**src/design/kfc_pkg.sv**
```systemverilog
`timescale 1ns / 1ps
// ----------------------------------------------------------------------------
// kfc_pkg
// shared types, codes and constants for the keypad calculator
// ----------------------------------------------------------------------------
package kfc_pkg;

    localparam int OPND_W  = 7;
    localparam int VALUE_W = 14;
    localparam int STEP_W  = 4;
    localparam logic [STEP_W-1:0] DIV_STEPS = STEP_W'(VALUE_W);

    localparam logic [7:0] ASCII_ZERO  = 8'd48;
    localparam logic [7:0] ASCII_EQUAL = 8'h3D;
    localparam logic [7:0] ASCII_MINUS = 8'h2D;
    localparam logic [7:0] CMD_CURSOR  = 8'hC0;
    localparam logic [7:0] CMD_CLEAR   = 8'h01;
    localparam logic [OPND_W-1:0] RADIX = OPND_W'(10);

    localparam logic [1:0] KIND_DIGIT  = 2'd0;
    localparam logic [1:0] KIND_OPER   = 2'd1;
    localparam logic [1:0] KIND_EQUALS = 2'd2;
    localparam logic [1:0] KIND_CLEAR  = 2'd3;

    localparam logic [2:0] OP_NONE = 3'd0;
    localparam logic [2:0] OP_ADD  = 3'd1;
    localparam logic [2:0] OP_SUB  = 3'd2;
    localparam logic [2:0] OP_MUL  = 3'd3;
    localparam logic [2:0] OP_DIV  = 3'd4;

    typedef struct packed {
        logic                start;
        logic [VALUE_W-1:0]  dividend;
        logic [OPND_W-1:0]   divisor;
    } div_req_t;

    typedef struct packed {
        logic                done;
        logic [VALUE_W-1:0]  quotient;
        logic [OPND_W-1:0]   remainder;
    } div_rsp_t;

    function automatic logic [7:0] op_glyph(input logic [1:0] code);
        logic [7:0] g;
        case (code)
            2'd0:    g = 8'h2B;
            2'd1:    g = 8'h2D;
            2'd2:    g = 8'h78;
            default: g = 8'h2F;
        endcase
        return g;
    endfunction

endpackage

```
**src/design/kfc_divider.sv**
```systemverilog
`timescale 1ns / 1ps
// ----------------------------------------------------------------------------
// kfc_divider
// restoring divider, one quotient bit per cycle, shared by divide and
// decimal conversion
// ----------------------------------------------------------------------------
module kfc_divider (
    input  logic              clk,
    input  logic              rst_n,
    input  kfc_pkg::div_req_t req,
    output kfc_pkg::div_rsp_t rsp
);
    import kfc_pkg::*;

    logic                busy_reg, busy_next;
    logic                done_reg, done_next;
    logic [STEP_W-1:0]   cnt_reg, cnt_next;
    logic [VALUE_W-1:0]  quo_reg, quo_next;
    logic [OPND_W-1:0]   rem_reg, rem_next;
    logic [OPND_W-1:0]   dvs_reg, dvs_next;
    logic [OPND_W:0]     rem_shift;
    logic [OPND_W:0]     rem_diff;
    logic                fits;

    assign rem_shift = {rem_reg, quo_reg[VALUE_W-1]};
    assign fits      = rem_shift >= {1'b0, dvs_reg};
    assign rem_diff  = rem_shift - {1'b0, dvs_reg};

    always_comb
    begin
        busy_next = busy_reg;
        done_next = 1'b0;
        cnt_next  = cnt_reg;
        quo_next  = quo_reg;
        rem_next  = rem_reg;
        dvs_next  = dvs_reg;
        if (req.start)
        begin
            busy_next = 1'b1;
            cnt_next  = DIV_STEPS;
            quo_next  = req.dividend;
            rem_next  = '0;
            dvs_next  = req.divisor;
        end
        else if (busy_reg)
        begin
            quo_next = {quo_reg[VALUE_W-2:0], fits};
            rem_next = fits ? rem_diff[OPND_W-1:0] : rem_shift[OPND_W-1:0];
            cnt_next = cnt_reg - STEP_W'(1);
            if (cnt_reg == STEP_W'(1))
            begin
                busy_next = 1'b0;
                done_next = 1'b1;
            end
        end
    end

    always_ff @(posedge clk or negedge rst_n)
    begin
        if (!rst_n)
        begin
            busy_reg <= 1'b0;
            done_reg <= 1'b0;
            cnt_reg  <= '0;
            quo_reg  <= '0;
            rem_reg  <= '0;
            dvs_reg  <= '0;
        end
        else
        begin
            busy_reg <= busy_next;
            done_reg <= done_next;
            cnt_reg  <= cnt_next;
            quo_reg  <= quo_next;
            rem_reg  <= rem_next;
            dvs_reg  <= dvs_next;
        end
    end

    assign rsp.done      = done_reg;
    assign rsp.quotient  = quo_reg;
    assign rsp.remainder = rem_reg;

endmodule

```
**src/design/keypad_four_function_calculator.sv**
```systemverilog
`timescale 1ns / 1ps
// ----------------------------------------------------------------------------
// keypad_four_function_calculator
// key events in, display bytes out; two-digit operands, four operations
// ----------------------------------------------------------------------------
// Input channel (in_valid/in_ready) carries one key event per beat: kind
// and key_value. Output channel (out_valid/out_ready) carries display beats:
// display_byte, is_command, is_error, and last on the final beat of a key.
// One key is handled at a time; in_ready is high only while idle with no
// output pending. A key that produces nothing leaves the block idle.
// Digit, operator and clear keys give at most one beat, visible the cycle
// after acceptance. Equals gives cursor command, '=', optional '-', then one
// to four digits, or a clear error beat in place of the result on division
// by zero. The result is formed by a sequencer around one restoring divider
// (14 quotient steps per pass): divide takes one pass, and the decimal
// conversion one pass per digit. Each output beat waits in the output
// register until taken, so a stalled receiver simply holds the sequencer.
// Reset clears operands, operator and flags and leaves the block idle with
// no output pending.
// ----------------------------------------------------------------------------
module keypad_four_function_calculator (
    input  logic       clk,
    input  logic       rst_n,
    input  logic       in_valid,
    output logic       in_ready,
    input  logic [1:0] kind,
    input  logic [3:0] key_value,
    output logic       out_valid,
    input  logic       out_ready,
    output logic [7:0] display_byte,
    output logic       is_command,
    output logic       is_error,
    output logic       last
);
    import kfc_pkg::*;

    typedef enum logic [3:0] {
        S_IDLE, S_OUT, S_EQ, S_DZ, S_COMPUTE, S_DIVW,
        S_SIGN, S_CONV, S_CONVW, S_DIGIT
    } state_t;

    state_t              state_reg, state_next;
    state_t              ret_reg, ret_next;
    logic                ov_reg, ov_next;
    logic [7:0]          byte_reg, byte_next;
    logic                cmd_reg, cmd_next;
    logic                err_reg, err_next;
    logic                last_reg, last_next;

    logic [OPND_W-1:0]   first_reg, first_next;
    logic [OPND_W-1:0]   second_reg, second_next;
    logic [1:0]          ndig_reg, ndig_next;
    logic                entsec_reg, entsec_next;
    logic [2:0]          op_reg, op_next;
    logic                fin_reg, fin_next;

    logic [VALUE_W-1:0]  val_reg, val_next;
    logic                neg_reg, neg_next;
    logic [3:0]          dig_reg [4];
    logic [3:0]          dig_next [4];
    logic [2:0]          dcnt_reg, dcnt_next;

    div_req_t            dreq;
    div_rsp_t            drsp;

    logic                accept;
    logic [OPND_W-1:0]   cur_opnd;
    logic [9:0]          times_ten;
    logic [OPND_W-1:0]   entered;
    logic [OPND_W:0]     sum;
    logic [VALUE_W-1:0]  prod;
    logic [1:0]          didx;

    kfc_divider u_div (
        .clk   (clk),
        .rst_n (rst_n),
        .req   (dreq),
        .rsp   (drsp)
    );

    assign accept    = in_valid && in_ready;
    assign cur_opnd  = entsec_reg ? second_reg : first_reg;
    assign times_ten = {cur_opnd, 3'b000} + {2'b00, cur_opnd, 1'b0};
    assign entered   = (ndig_reg == 2'd0) ? {3'b000, key_value}
                                          : times_ten[OPND_W-1:0] + {3'b000, key_value};
    assign sum       = {1'b0, first_reg} + {1'b0, second_reg};
    assign prod      = first_reg * second_reg;
    assign didx      = 2'(dcnt_reg - 3'd1);

    always_comb
    begin
        state_next  = state_reg;
        ret_next    = ret_reg;
        ov_next     = ov_reg;
        byte_next   = byte_reg;
        cmd_next    = cmd_reg;
        err_next    = err_reg;
        last_next   = last_reg;
        first_next  = first_reg;
        second_next = second_reg;
        ndig_next   = ndig_reg;
        entsec_next = entsec_reg;
        op_next     = op_reg;
        fin_next    = fin_reg;
        val_next    = val_reg;
        neg_next    = neg_reg;
        dig_next    = dig_reg;
        dcnt_next   = dcnt_reg;
        dreq        = '0;

        unique case (state_reg)
            S_IDLE:
            begin
                if (accept)
                begin
                    if (kind == KIND_CLEAR)
                    begin
                        first_next  = '0;
                        second_next = '0;
                        ndig_next   = '0;
                        entsec_next = 1'b0;
                        op_next     = OP_NONE;
                        fin_next    = 1'b0;
                        {byte_next, cmd_next, err_next, last_next} = {CMD_CLEAR, 3'b101};
                        ov_next    = 1'b1;
                        ret_next   = S_IDLE;
                        state_next = S_OUT;
                    end
                    else if (!fin_reg)
                    begin
                        if (kind == KIND_DIGIT && key_value <= 4'd9)
                        begin
                            ov_next    = 1'b1;
                            ret_next   = S_IDLE;
                            state_next = S_OUT;
                            if (ndig_reg >= 2'd2)
                            begin
                                first_next  = '0;
                                second_next = '0;
                                ndig_next   = '0;
                                entsec_next = 1'b0;
                                op_next     = OP_NONE;
                                {byte_next, cmd_next, err_next, last_next} =
                                    {CMD_CLEAR, 3'b111};
                            end
                            else
                            begin
                                if (entsec_reg)
                                    second_next = entered;
                                else
                                    first_next = entered;
                                ndig_next = ndig_reg + 2'd1;
                                {byte_next, cmd_next, err_next, last_next} =
                                    {ASCII_ZERO + {4'b0000, key_value}, 3'b001};
                            end
                        end
                        else if (kind == KIND_OPER && key_value <= 4'd3 &&
                                 op_reg == OP_NONE && !entsec_reg && ndig_reg != 2'd0)
                        begin
                            op_next     = 3'(key_value) + 3'd1;
                            entsec_next = 1'b1;
                            ndig_next   = '0;
                            {byte_next, cmd_next, err_next, last_next} =
                                {op_glyph(key_value[1:0]), 3'b001};
                            ov_next    = 1'b1;
                            ret_next   = S_IDLE;
                            state_next = S_OUT;
                        end
                        else if (kind == KIND_EQUALS)
                        begin
                            {byte_next, cmd_next, err_next, last_next} =
                                {CMD_CURSOR, 3'b100};
                            ov_next    = 1'b1;
                            ret_next   = S_EQ;
                            state_next = S_OUT;
                        end
                    end
                end
            end
            S_OUT:
            begin
                if (out_ready)
                begin
                    ov_next    = 1'b0;
                    state_next = ret_reg;
                end
            end
            S_EQ:
            begin
                {byte_next, cmd_next, err_next, last_next} = {ASCII_EQUAL, 3'b000};
                ov_next    = 1'b1;
                ret_next   = (op_reg == OP_DIV && second_reg == '0) ? S_DZ : S_COMPUTE;
                state_next = S_OUT;
            end
            S_DZ:
            begin
                first_next  = '0;
                second_next = '0;
                ndig_next   = '0;
                entsec_next = 1'b0;
                op_next     = OP_NONE;
                {byte_next, cmd_next, err_next, last_next} = {CMD_CLEAR, 3'b111};
                ov_next    = 1'b1;
                ret_next   = S_IDLE;
                state_next = S_OUT;
            end
            S_COMPUTE:
            begin
                fin_next   = 1'b1;
                neg_next   = 1'b0;
                dcnt_next  = '0;
                state_next = S_SIGN;
                unique case (op_reg)
                    OP_ADD:  val_next = VALUE_W'(sum);
                    OP_SUB:
                    begin
                        if (first_reg >= second_reg)
                            val_next = VALUE_W'(first_reg - second_reg);
                        else
                        begin
                            val_next = VALUE_W'(second_reg - first_reg);
                            neg_next = 1'b1;
                        end
                    end
                    OP_MUL:  val_next = prod;
                    OP_DIV:
                    begin
                        dreq.start    = 1'b1;
                        dreq.dividend = VALUE_W'(first_reg);
                        dreq.divisor  = second_reg;
                        state_next    = S_DIVW;
                    end
                    default: val_next = VALUE_W'(first_reg);
                endcase
            end
            S_DIVW:
            begin
                if (drsp.done)
                begin
                    val_next   = drsp.quotient;
                    state_next = S_SIGN;
                end
            end
            S_SIGN:
            begin
                if (neg_reg)
                begin
                    {byte_next, cmd_next, err_next, last_next} = {ASCII_MINUS, 3'b000};
                    ov_next    = 1'b1;
                    ret_next   = S_CONV;
                    state_next = S_OUT;
                end
                else
                    state_next = S_CONV;
            end
            S_CONV:
            begin
                dreq.start    = 1'b1;
                dreq.dividend = val_reg;
                dreq.divisor  = RADIX;
                state_next    = S_CONVW;
            end
            S_CONVW:
            begin
                if (drsp.done)
                begin
                    dig_next[dcnt_reg[1:0]] = drsp.remainder[3:0];
                    dcnt_next = dcnt_reg + 3'd1;
                    val_next  = drsp.quotient;
                    state_next = (drsp.quotient == '0) ? S_DIGIT : S_CONV;
                end
            end
            S_DIGIT:
            begin
                {byte_next, cmd_next, err_next} = {ASCII_ZERO + {4'b0000, dig_reg[didx]}, 2'b00};
                last_next  = (dcnt_reg == 3'd1);
                dcnt_next  = dcnt_reg - 3'd1;
                ov_next    = 1'b1;
                ret_next   = (dcnt_reg == 3'd1) ? S_IDLE : S_DIGIT;
                state_next = S_OUT;
            end
            default: state_next = S_IDLE;
        endcase
    end

    always_ff @(posedge clk or negedge rst_n)
    begin
        if (!rst_n)
        begin
            state_reg  <= S_IDLE;
            ret_reg    <= S_IDLE;
            ov_reg     <= 1'b0;
            byte_reg   <= '0;
            cmd_reg    <= 1'b0;
            err_reg    <= 1'b0;
            last_reg   <= 1'b0;
            first_reg  <= '0;
            second_reg <= '0;
            ndig_reg   <= '0;
            entsec_reg <= 1'b0;
            op_reg     <= OP_NONE;
            fin_reg    <= 1'b0;
            val_reg    <= '0;
            neg_reg    <= 1'b0;
            dig_reg    <= '{default: '0};
            dcnt_reg   <= '0;
        end
        else
        begin
            state_reg  <= state_next;
            ret_reg    <= ret_next;
            ov_reg     <= ov_next;
            byte_reg   <= byte_next;
            cmd_reg    <= cmd_next;
            err_reg    <= err_next;
            last_reg   <= last_next;
            first_reg  <= first_next;
            second_reg <= second_next;
            ndig_reg   <= ndig_next;
            entsec_reg <= entsec_next;
            op_reg     <= op_next;
            fin_reg    <= fin_next;
            val_reg    <= val_next;
            neg_reg    <= neg_next;
            dig_reg    <= dig_next;
            dcnt_reg   <= dcnt_next;
        end
    end

    assign in_ready     = (state_reg == S_IDLE);
    assign out_valid    = ov_reg;
    assign display_byte = byte_reg;
    assign is_command   = cmd_reg;
    assign is_error     = err_reg;
    assign last         = last_reg;

endmodule

```
**config.mk**
```make
export PLATFORM = sky130hd
export DESIGN_NAME = keypad_four_function_calculator
export DESIGN_NICKNAME = d
export VERILOG_FILES = /design/src/design/kfc_pkg.sv /design/src/design/kfc_divider.sv /design/src/design/keypad_four_function_calculator.sv
export SDC_FILE = /design/constraint.sdc
export NUM_CORES = 1
export LEC_CHECK = 0
export BUFFER_PORTS_ARGS = -buffer_cell sky130_fd_sc_hd__buf_4
export CAP_MARGIN = 15
export CORE_MARGIN = 10
export CORE_UTILIZATION = 50
export DETAILED_ROUTE_END_ITERATION = 10
export PLACE_DENSITY = 0.72
export SETUP_SLACK_MARGIN = 0.5
export SLEW_MARGIN = 25
export SYNTH_ARGS = -nofsm -noshare
export SYNTH_HDL_FRONTEND = slang
export SYNTH_HIERARCHICAL = 1
export SYNTH_SLANG_ARGS = --single-unit
```
**constraint.sdc**
```tcl
create_clock -name clk -period 4.45 [get_ports clk]
set_clock_uncertainty 0.1 [all_clocks]
set_input_delay 0.89 -clock clk [delete_from_list [all_inputs] [get_ports clk]]
set_output_delay 0.89 -clock clk [all_outputs]
set_load 0.02 [all_outputs]
```
==> impl_metrics.ini <==
[detailed_routing]
viasPerCell = 6.06
drt-initial-drc-count = 593
avgRoutedWirePerCell_um = 19.2
vias = 7861
dr.pass1.iters = 5
drc = 0
drtAntennaViolNets = 0
totalWireLength_um = 24900

[clock_tree]
clock_latency_ns = 0.37
htreeDepth = 3
holdBufCountCts = 0
cts_root_buf = clkbuf_16
cts_sinks = 109
cts.clk_slew.worst_paths_ns = 0.09
cts_tree = yes
numCtsBuffers = 9
clockBufferDepth = 2

[critical_path]
max_stage_delay_ns = 0.50
crit_path_start = first_reg[3]
cp-end-kind = flip-flop
critPathMaxFanout = 4
start_kind = flip-flop
worstReg2RegStart = first_reg[3]
cp.required_ns = 4.62
crit_arrival_ns = 4.44
crit_path_top_delay_cell = fa_1
cpMostUsedCell = fa_1
critPathKind = reg2reg
crit_chain = ha_4 > fa_1 > inv_1 > fa_1 > inv_2 > fa_1 > inv_1 > fa_1 > inv_2 > ha_4 > o21a_1 > o21ai_2 > a22oi_2 > xor2_1 > a211oi_2 > o31ai_1

[min_path]
hp-class = reg2reg
hold_start = is_command

[yosys]
postSynth.asyncResetShare_pct = 100
yosysWarnings = 6
avgSynthCellArea_um2 = 8.93
synth.distinct_cells = 89
synth.cell_area_um2 = 9210
synth_edf_count = 0
synth_seq_cells = 109
ys_seq_area_share_pct = 29.6
syn_nets = 1151
ys.flop_type = dfrtp_1
syn_inst = 1031

[final_layout]
stdcell_count = 1297
layout.nets = 1183
syn_to_final_growth_pct = 12.5
layout_commonest_cell = nand2_1
mostFrequentLayoutCells = 102 x nand2_1, 101 x dfrtp_1, 95 x nor2_1
largest_register_ffs = 16
drive_above_1_share_pct = 18.2
fill_cells = 1582
antenna_cells = 0

[global_route]
grt_pass1_vias = 7931
grt_max_degree = 58
grt_pass1_wl_um = 41300
grtUsageTotal_pct = 20.7
grt_antenna_before_repair = 0
overflow = 0

[floorplan]
fp.dieW_um = 156
start_util_pct = 51.1
coreArea_um2 = 18000
design.portCount = 23
row_count = 49
dieHeight_um = 156
fp.dieArea_um2 = 24200

[sta]
rsz0062_at_grt = true
finalHoldViolCount = 0
finalSetupViolCount = 0
slew_viol_final = 0
max_freq_mhz = 234
worst_pin_slew_ns = 0.935
fin_crit_sh_pct = 96.0
tns_ns = 0
finalCriticalPeriod_ns = 4.27
slew_headroom_pct = 37.2
setup_slack_ns = 0.179

[place]
dp_slack_ns = 0.0794
place_congestion = 0.957
dp.cells = 1261
dpl.hpwl_um = 18700
io_buffers = 22

[power_and_ir_drop]
p_leak_uw = 0.00471
ir_drop_mv = 0.427
power_density_nw_per_um2 = 633

[status]
outcome = completed

[run]
cap_violations = 0
-- area by class of cell --
type,instances,area (µm²),share of cell area (%)
inverter,82,332,3.20
timing repair buffer,66,503,4.86
multi-input combinational,795,6180,59.7
sequential,109,2740,26.4
clock buffer,9,225,2.17
clock inverter,7,88.8,0.858
tap,229,287,2.77
-- worst max-delay path, delay by kind of cell, from the launching register on --
kind / cells / cell delay, ns
XOR/XNOR: 1 / 0.25
flip-flops: 1 / 0.44
buffers and inverters: 4 / 0.20
AO/OA/AOI/OAI: 5 / 0.83
adder cells (fa/ha/maj): 6 / 2.36
-- synthesized netlist by cell type, drive strengths merged (21+ instances only) --
cell type	count	area, µm²
a21oi	59	307
buf	21	153
clkbuf	24	90.1
dfrtp	109	2730
fa	30	601
ha	80	1000
inv	78	293
mux2	31	349
mux2i	33	330
nand2	103	389
nor2	101	382
nor3	24	120
o21ai	75	375
-- worst paths after layout --
check / to / slack, ns / cells after the start
worst max-delay path: val_reg[9] / 0.18 / 16
worst min-delay path: is_command / 0.38 / 1
worst max register to register: val_reg[9] / 0.18 / 16
worst min register to register: is_command / 0.38 / 1
max in group asynchronous: val_reg[13] / 2.83 / 2
min in group asynchronous: is_error / 0.46 / 1
-- repair_timing --
action	CTS	global route
setup buffers	14	6
pin swaps	13	25
resized for setup	34	22
hold endpoints to repair	0	0
endpoints found under the setup margin	9	9
-- stage by stage --
stage	hold WS [ns]	util [%]	power, µW	area, µm²
final	0.383	57.5	6560	10400
after floorplan	0.346	-	4330	9240
after detailed placement	0.368	53.5	5320	9650
after global routing	0.398	57.5	7060	10400
after CTS	0.388	56.7	6360	10200
after global placement	0.362	53.5	5270	9650
-- routing by layer --
metal	up-vias	share of wire, %	global-route usage, %
met2	230	47	34.1
li1	3709	-	-
met5	-	0	0
met3	45	5.8	2.84
met1	3877	44	27.3
met4	0	2.7	7.40
-- where the power goes --
part / internal [µW] / switching (µW) / total (µW)
combinational: 1750 / 2380 / 4120
sequential: 1260 / 332 / 1590
clock: 408 / 434 / 841
-- logic make-up after synthesis --
| group | synth area share [%] |
|---|---|
| DFF | 29.6 |
| and+or+nand+nor | 18.4 |
| adders and majority gates | 17.4 |
| muxes | 8.36 |
| buffers and inverters | 5.98 |
| xor gates and xnor gates | 1.67 |
| AOI/OAI and AO/OA | 18.6 |
No activity file was read; power rests on OpenSTA's default activity.
